<file path="config.mk">
export PLATFORM = sky130hd
export DESIGN_NAME = sha256_sha224_compression
export DESIGN_NICKNAME = d
export VERILOG_FILES = /design/src/hdl/sha2c_pkg.sv /design/src/hdl/sha256_sha224_compression.sv
export SDC_FILE = /design/constraint.sdc
export NUM_CORES = 2
export LEC_CHECK = 0
export ABC_CLOCK_PERIOD_IN_PS = 52100
export BUFFER_PORTS_ARGS = -buffer_cell sky130_fd_sc_hd__buf_2
export CORE_MARGIN = 8
export CORE_UTILIZATION = 45
export CTS_BUF_LIST = sky130_fd_sc_hd__clkbuf_8
export CTS_CLUSTER_DIAMETER = 40
export DETAILED_ROUTE_END_ITERATION = 12
export PLACE_DENSITY_LB_ADDON = 0.2
export RECOVER_POWER = 100
export SLEW_MARGIN = 40
export SYNTH_ARGS = -nofsm -noshare
export SYNTH_HDL_FRONTEND = slang
export SYNTH_SLANG_ARGS = --single-unit
</file>
<file path="constraint.sdc">
create_clock -name clk -period 52.1 [get_ports clk]
set_clock_uncertainty 0.2 [all_clocks]
set_input_delay 2.605 -clock clk [delete_from_list [all_inputs] [get_ports clk]]
set_output_delay 2.605 -clock clk [all_outputs]
set_load 0.03 [all_outputs]
</file>
<file path="src/hdl/sha2c_pkg.sv">
`timescale 1ns / 1ps
`default_nettype none
// ----------------------------------------------------------------------------
// sha2c_pkg
// Round functions, round constants and initial values for the SHA-256 and
// SHA-224 compression engine.
// ----------------------------------------------------------------------------
package sha2c_pkg;

  typedef logic [31:0] word_t;

  localparam int unsigned WordsPerBlock = 16;
  localparam int unsigned Rounds        = 64;
  localparam int unsigned ChainWords    = 8;

  localparam logic MODE_SHA256 = 1'b0;
  localparam logic MODE_SHA224 = 1'b1;

  function automatic word_t big_sigma0(input word_t x);
    return {x[1:0], x[31:2]} ^ {x[12:0], x[31:13]} ^ {x[21:0], x[31:22]};
  endfunction

  function automatic word_t big_sigma1(input word_t x);
    return {x[5:0], x[31:6]} ^ {x[10:0], x[31:11]} ^ {x[24:0], x[31:25]};
  endfunction

  function automatic word_t small_sigma0(input word_t x);
    return {x[6:0], x[31:7]} ^ {x[17:0], x[31:18]} ^ {3'b000, x[31:3]};
  endfunction

  function automatic word_t small_sigma1(input word_t x);
    return {x[16:0], x[31:17]} ^ {x[18:0], x[31:19]} ^ {10'b0, x[31:10]};
  endfunction

  function automatic word_t choose(input word_t e, input word_t f, input word_t g);
    return (e & f) ^ (~e & g);
  endfunction

  function automatic word_t majority(input word_t a, input word_t b, input word_t c);
    return (a & b) ^ (a & c) ^ (b & c);
  endfunction

  function automatic word_t round_k(input logic [5:0] idx);
    word_t k;
    unique case (idx)
      6'd0:  k = 32'h428a2f98;  6'd1:  k = 32'h71374491;
      6'd2:  k = 32'hb5c0fbcf;  6'd3:  k = 32'he9b5dba5;
      6'd4:  k = 32'h3956c25b;  6'd5:  k = 32'h59f111f1;
      6'd6:  k = 32'h923f82a4;  6'd7:  k = 32'hab1c5ed5;
      6'd8:  k = 32'hd807aa98;  6'd9:  k = 32'h12835b01;
      6'd10: k = 32'h243185be;  6'd11: k = 32'h550c7dc3;
      6'd12: k = 32'h72be5d74;  6'd13: k = 32'h80deb1fe;
      6'd14: k = 32'h9bdc06a7;  6'd15: k = 32'hc19bf174;
      6'd16: k = 32'he49b69c1;  6'd17: k = 32'hefbe4786;
      6'd18: k = 32'h0fc19dc6;  6'd19: k = 32'h240ca1cc;
      6'd20: k = 32'h2de92c6f;  6'd21: k = 32'h4a7484aa;
      6'd22: k = 32'h5cb0a9dc;  6'd23: k = 32'h76f988da;
      6'd24: k = 32'h983e5152;  6'd25: k = 32'ha831c66d;
      6'd26: k = 32'hb00327c8;  6'd27: k = 32'hbf597fc7;
      6'd28: k = 32'hc6e00bf3;  6'd29: k = 32'hd5a79147;
      6'd30: k = 32'h06ca6351;  6'd31: k = 32'h14292967;
      6'd32: k = 32'h27b70a85;  6'd33: k = 32'h2e1b2138;
      6'd34: k = 32'h4d2c6dfc;  6'd35: k = 32'h53380d13;
      6'd36: k = 32'h650a7354;  6'd37: k = 32'h766a0abb;
      6'd38: k = 32'h81c2c92e;  6'd39: k = 32'h92722c85;
      6'd40: k = 32'ha2bfe8a1;  6'd41: k = 32'ha81a664b;
      6'd42: k = 32'hc24b8b70;  6'd43: k = 32'hc76c51a3;
      6'd44: k = 32'hd192e819;  6'd45: k = 32'hd6990624;
      6'd46: k = 32'hf40e3585;  6'd47: k = 32'h106aa070;
      6'd48: k = 32'h19a4c116;  6'd49: k = 32'h1e376c08;
      6'd50: k = 32'h2748774c;  6'd51: k = 32'h34b0bcb5;
      6'd52: k = 32'h391c0cb3;  6'd53: k = 32'h4ed8aa4a;
      6'd54: k = 32'h5b9cca4f;  6'd55: k = 32'h682e6ff3;
      6'd56: k = 32'h748f82ee;  6'd57: k = 32'h78a5636f;
      6'd58: k = 32'h84c87814;  6'd59: k = 32'h8cc70208;
      6'd60: k = 32'h90befffa;  6'd61: k = 32'ha4506ceb;
      6'd62: k = 32'hbef9a3f7;  6'd63: k = 32'hc67178f2;
      default: k = 32'h0;
    endcase
    return k;
  endfunction

  function automatic word_t init_value(input logic mode, input logic [2:0] idx);
    word_t v;
    if (mode == MODE_SHA224) begin
      unique case (idx)
        3'd0: v = 32'hc1059ed8;  3'd1: v = 32'h367cd507;
        3'd2: v = 32'h3070dd17;  3'd3: v = 32'hf70e5939;
        3'd4: v = 32'hffc00b31;  3'd5: v = 32'h68581511;
        3'd6: v = 32'h64f98fa7;  3'd7: v = 32'hbefa4fa4;
        default: v = 32'h0;
      endcase
    end else begin
      unique case (idx)
        3'd0: v = 32'h6a09e667;  3'd1: v = 32'hbb67ae85;
        3'd2: v = 32'h3c6ef372;  3'd3: v = 32'ha54ff53a;
        3'd4: v = 32'h510e527f;  3'd5: v = 32'h9b05688c;
        3'd6: v = 32'h1f83d9ab;  3'd7: v = 32'h5be0cd19;
        default: v = 32'h0;
      endcase
    end
    return v;
  endfunction

endpackage
`default_nettype wire

</file>
<file path="src/hdl/sha256_sha224_compression.sv">
`timescale 1ns / 1ps
`default_nettype none
// ----------------------------------------------------------------------------
// sha256_sha224_compression
// SHA-256 / SHA-224 compression engine: takes padded message words, runs one
// round per cycle on a shared round unit and streams out the digest words.
// ----------------------------------------------------------------------------
//  channel | direction | tdata            | tuser (low bit up)           | tlast
//  --------+-----------+------------------+------------------------------+------
//  in_     | slave     | message_word[31:0]| start_message, final_block  | -
//  out_    | master    | digest_word[31:0]| word_number[2:0]             | last
//  cfg_    | write     | mode (cfg_wdata) | -                            | -
//
//  the sixteenth word of a block starts the 64 rounds on the round unit,
//  followed by the chaining add; in_tready is low meanwhile.
//  on a final block the digest follows, one word per accepted out request.
//  rst_n (synchronous) loads the SHA-256 initial values and clears control.
//  a stall on out_tready holds the current digest word and blocks input.
// ----------------------------------------------------------------------------
module sha256_sha224_compression
  import sha2c_pkg::*;
(
  input  wire logic        clk,
  input  wire logic        rst_n,
  input  wire logic        cfg_we,
  input  wire logic        cfg_wdata,   // mode
  input  wire logic        in_tvalid,
  output logic             in_tready,
  input  wire logic [31:0] in_tdata,    // message_word
  input  wire logic [1:0]  in_tuser,    // [0] start_message, [1] final_block
  output logic             out_tvalid,
  input  wire logic        out_tready,
  output logic [31:0]      out_tdata,   // digest_word
  output logic [2:0]       out_tuser,   // word_number
  output logic             out_tlast    // last
);

  localparam logic [1:0] S_LOAD  = 2'd0;
  localparam logic [1:0] S_ROUND = 2'd1;
  localparam logic [1:0] S_ADD   = 2'd2;
  localparam logic [1:0] S_OUT   = 2'd3;

  logic [1:0] state_r, state_nxt;
  logic       mode_r;
  logic [3:0] word_cnt_r;
  logic [5:0] round_r;
  logic [2:0] out_idx_r;
  logic       final_r;

  word_t chain_r [ChainWords];
  word_t wv_r    [ChainWords];
  word_t sched_r [WordsPerBlock];

  logic  in_acc, out_acc, blk_done, start_w, out_last;
  word_t t1, t2, w_new;

  assign in_acc   = in_tvalid && in_tready;
  assign out_acc  = out_tvalid && out_tready;
  assign start_w  = in_tuser[0];
  // a start word always becomes word 0, so it never completes a block
  assign blk_done = in_acc && (word_cnt_r == 4'd15) && !start_w;

  // shared round unit
  assign t1 = wv_r[7] + big_sigma1(wv_r[4]) + choose(wv_r[4], wv_r[5], wv_r[6])
              + round_k(round_r) + sched_r[0];
  assign t2 = big_sigma0(wv_r[0]) + majority(wv_r[0], wv_r[1], wv_r[2]);
  // rolling schedule: next word sixteen rounds ahead
  assign w_new = small_sigma1(sched_r[14]) + sched_r[9]
                 + small_sigma0(sched_r[1]) + sched_r[0];

  assign out_last = (mode_r == MODE_SHA224) ? (out_idx_r == 3'd6) : (out_idx_r == 3'd7);

  assign in_tready  = (state_r == S_LOAD);
  assign out_tvalid = (state_r == S_OUT);
  assign out_tdata  = chain_r[out_idx_r];
  assign out_tuser  = out_idx_r;
  assign out_tlast  = out_last;

  always_comb begin
    state_nxt = state_r;
    unique case (state_r)
      S_LOAD:  if (blk_done) state_nxt = S_ROUND;
      S_ROUND: if (round_r == 6'd63) state_nxt = S_ADD;
      S_ADD:   state_nxt = final_r ? S_OUT : S_LOAD;
      S_OUT:   if (out_acc && out_last) state_nxt = S_LOAD;
      default: state_nxt = S_LOAD;
    endcase
  end

  always_ff @(posedge clk) begin
    if (!rst_n) begin
      state_r    <= S_LOAD;
      mode_r     <= MODE_SHA256;
      word_cnt_r <= 4'd0;
      round_r    <= 6'd0;
      out_idx_r  <= 3'd0;
      final_r    <= 1'b0;
    end else begin
      state_r <= state_nxt;
      if (cfg_we) mode_r <= cfg_wdata;
      if (in_acc) begin
        word_cnt_r <= start_w ? 4'd1 : word_cnt_r + 4'd1;
        if (blk_done) final_r <= in_tuser[1];
      end
      if (state_r == S_ROUND) round_r <= round_r + 6'd1;
      if (out_acc) out_idx_r <= out_last ? 3'd0 : out_idx_r + 3'd1;
    end
  end

  // chaining value: reset to the SHA-256 initial values, loaded with the mode's initial values on a start word
  always_ff @(posedge clk) begin
    for (int i = 0; i < ChainWords; i++) begin
      if (!rst_n) begin
        chain_r[i] <= init_value(MODE_SHA256, 3'(i));
      end else if (in_acc && start_w) begin
        chain_r[i] <= init_value(mode_r, 3'(i));
      end else if (state_r == S_ADD) begin
        chain_r[i] <= chain_r[i] + wv_r[i];
      end
    end
  end

  always_ff @(posedge clk) begin
    if (!rst_n) begin
      for (int i = 0; i < ChainWords; i++) wv_r[i] <= '0;
    end else if (blk_done) begin
      for (int i = 0; i < ChainWords; i++) wv_r[i] <= chain_r[i];
    end else if (state_r == S_ROUND) begin
      wv_r[0] <= t1 + t2;
      wv_r[1] <= wv_r[0];
      wv_r[2] <= wv_r[1];
      wv_r[3] <= wv_r[2];
      wv_r[4] <= wv_r[3] + t1;
      wv_r[5] <= wv_r[4];
      wv_r[6] <= wv_r[5];
      wv_r[7] <= wv_r[6];
    end
  end

  // schedule shifts in from the top, both while loading and in rounds
  always_ff @(posedge clk) begin
    if (in_acc || state_r == S_ROUND) begin
      for (int i = 0; i < WordsPerBlock - 1; i++) sched_r[i] <= sched_r[i + 1];
      sched_r[WordsPerBlock - 1] <= in_acc ? in_tdata : w_new;
    end
  end

  a_no_overlap: assert property (@(posedge clk) disable iff (!rst_n)
    !(in_tready && out_tvalid))
    else $error("input and output open at once");

  a_block_starts: assert property (@(posedge clk) disable iff (!rst_n)
    (in_acc && !start_w && word_cnt_r == 4'd15) |=> (state_r == S_ROUND && round_r == 6'd0))
    else $error("sixteenth word did not start the rounds");

  a_rounds_end: assert property (@(posedge clk) disable iff (!rst_n)
    (state_r == S_ROUND && round_r == 6'd63) |=> (state_r == S_ADD && round_r == 6'd0))
    else $error("round count out of step");

  a_digest_end: assert property (@(posedge clk) disable iff (!rst_n)
    (out_acc && out_tlast) |=> (in_tready && out_tuser == 3'd0))
    else $error("digest did not close cleanly");

endmodule
`default_nettype wire

</file>
==> metrics <==
commonest non-fill, non-tap cell in the layout edfxtp_1; CTS Buffer Depth 3; clk_lat worst skew 0.96 ns; Finished Cell Area 73600 um^2; post-route ant nets 0; CTS tree done; WP data arrival 17.97 ns; status finished with violations; RSZ-0062 raised after global routing no; Pwr per Cell Area 50.5 nW/um^2; Setup TNS 0 ns; sequential share of the synthesized area 47.6%; async set-reset flop share out of synthesis 0%; crit start category input port; hpwl dp 156000 um; Lkg Pwr 28.2 nW; Tcrit/Tclk final 33.6%; Worst-Margin Slew 7.43 ns; vias per std cell 5.98; Clk pin slew, worst setup/hold paths 0.06 ns; CP required 52.57 ns; I/O Buffers 77; final hold slack 0.204 ns; antenna violations before repair 4; syn nets 6484; CP endpoint kind flip-flop; Hold-fix buffers, CTS 0; synthesized area per cell 11.4 um^2; residual DRC count 0; library cells used by synthesis 110; clock sink count 1076; gr usage total 25.7%; DP Worst Slack 43.59 ns; Final min period 17.50 ns; first-pass GRT wire length 313000 um; cell area after synthesis 66900 um^2; max-slew violation count 1910; #FFs+latches synth 1076; CTS resizes 0; gpl congestion 0.967; failing checks max-capacitance violations, max-slew violations; H-tree depth 4; worst relative slew slack -396%; Area contributors post-synth edfxtp_1 (46%), ha_1 (7.3%), fa_1 (5.8%); commonest non-fill, non-tap cells in the layout edfxtp_1 (1024), nand2_1 (471), o21ai_0 (427); initial core utilization 45.3%; routed wire length 213000 um; vias in the first global route 46800; top_reg_cell synth edfxtp_1; Setup Fix Bufs, Post-CTS 0; max-cap violation count 35; gr ovfl total 0; Worst Path Max Fanout 125; num ports 78; # nets final 6555; DRT iter0 DRCs 5171; number of synthesized flops with an enable pin 1024; Syn Inst Count 5858; Tightest Hold Check Type reg2reg; layout overhead on the synthesized area 10.0%; PnR worst setup slack 34.60 ns; Final setup viols 0; maximum VDD drop 63.8 uV; cts bufs inserted 208; dpl cell area 69300 um^2; post-DR wirelength/cell 26.5 um; fraction of layout cells with a size suffix above 1 9.19%; via count 48000; Yosys warning count 0; Post-Route Utilization 49.8%; largest net degree at the start of global routing 126; endpoints failing hold 0; WS Path Type in2reg; post-synth top area share 46.0%; post-synth top area cell edfxtp_1; Root Driver clkbuf_8; num rows 141; Die Span Y 401 um; die width 401 um; die footprint 161000 um^2; CORE AREA 148000 um^2; drt pass-1 iters 6; maximum clock rate 57.1 MHz
## per-layer routing
layer,vias to the layer above,global-route usage [%],wire [um]
li1,21800,-,-
met1,23900,35.5,92100
met2,1965,40.3,96600
met3,361,4.88,16300
met4,4,9.24,7960
met5,-,0,21
## final timing paths
path                        start  depth (start not counted)  slack, ns              to
setup / recovery            rst_n                          7      34.60  chain_r[1][24]
hold / removal    sched_r[1][121]                          0       0.20  sched_r[1][89]
setup reg to reg       state_r[0]                          5      36.94  chain_r[1][24]
hold reg to reg   sched_r[1][121]                          0       0.20  sched_r[1][89]
## synthesized netlist by cell type, drive strengths merged, types with 78 or more instances
cell type,number
nor2,275
fa,195
ha,391
nor3,92
nand3,78
xnor2,351
a21boi,91
a21oi,370
o21ai,453
a21o,185
edfxtp,1024
nand2,472
a22o,136
clkbuf,232
inv,317
xor2,194
## cell type report
type                            instances  area (um^2)
Fill cell                           13200        74100
Multi-Input combinational cell       4187        32800
Sequential cell                      1076        31800
Clock buffer                          212         2920
Tap cell                             1930         2410
Clock inverter                        174         1710
Inverter                              319         1200
Timing Repair Buffer                  137          749
Antenna cell                            1         2.50
## critical path, stage by stage
cell	delay (ns)
clkbuf_1	0.36
clkbuf_1	0.78
nand3b_1	0.30
clkbuf_1	2.32
clkbuf_1	5.34
nand2_1	5.38
o21ai_0	0.64
## registers in the layout, indices dropped and copies added, names as in the netlist, named ones only
name and cells:
round_r 6, state_r 2, chain_r 256, word_cnt_r 4
final_r 1, mode_r 1, out_tuser 3, sched_r 512
wv_r 256
## power breakdown
part           switching, mW  total [mW]  internal, mW
combinational          0.995        1.69         0.697
sequential            0.0605        1.10          1.04
clock                  0.413       0.920         0.507
total                   1.47        3.71          2.24
## logic make-up after synthesis
logic type	after synthesis	share of synthesized area [%]
adders and majority gates	589	13.2
AOI/OAI and AO/OA	1686	16.7
xor gates and xnor gates	545	7.14
buffers and inverters	595	3.42
and+or+nand+nor	1232	8.63
muxes	135	3.35
DFF	1076	47.6
## per-stage QoR
stage,std cells,power [mW]
6_report,8036,3.71
3_5_place_dp,7648,2.79
4_1_cts,8034,3.73
3_3_place_gp,7643,2.77
2_1_floorplan,5858,2.38
5_1_grt,8036,3.96
Note: power is estimated with default switching activity, not from simulation.
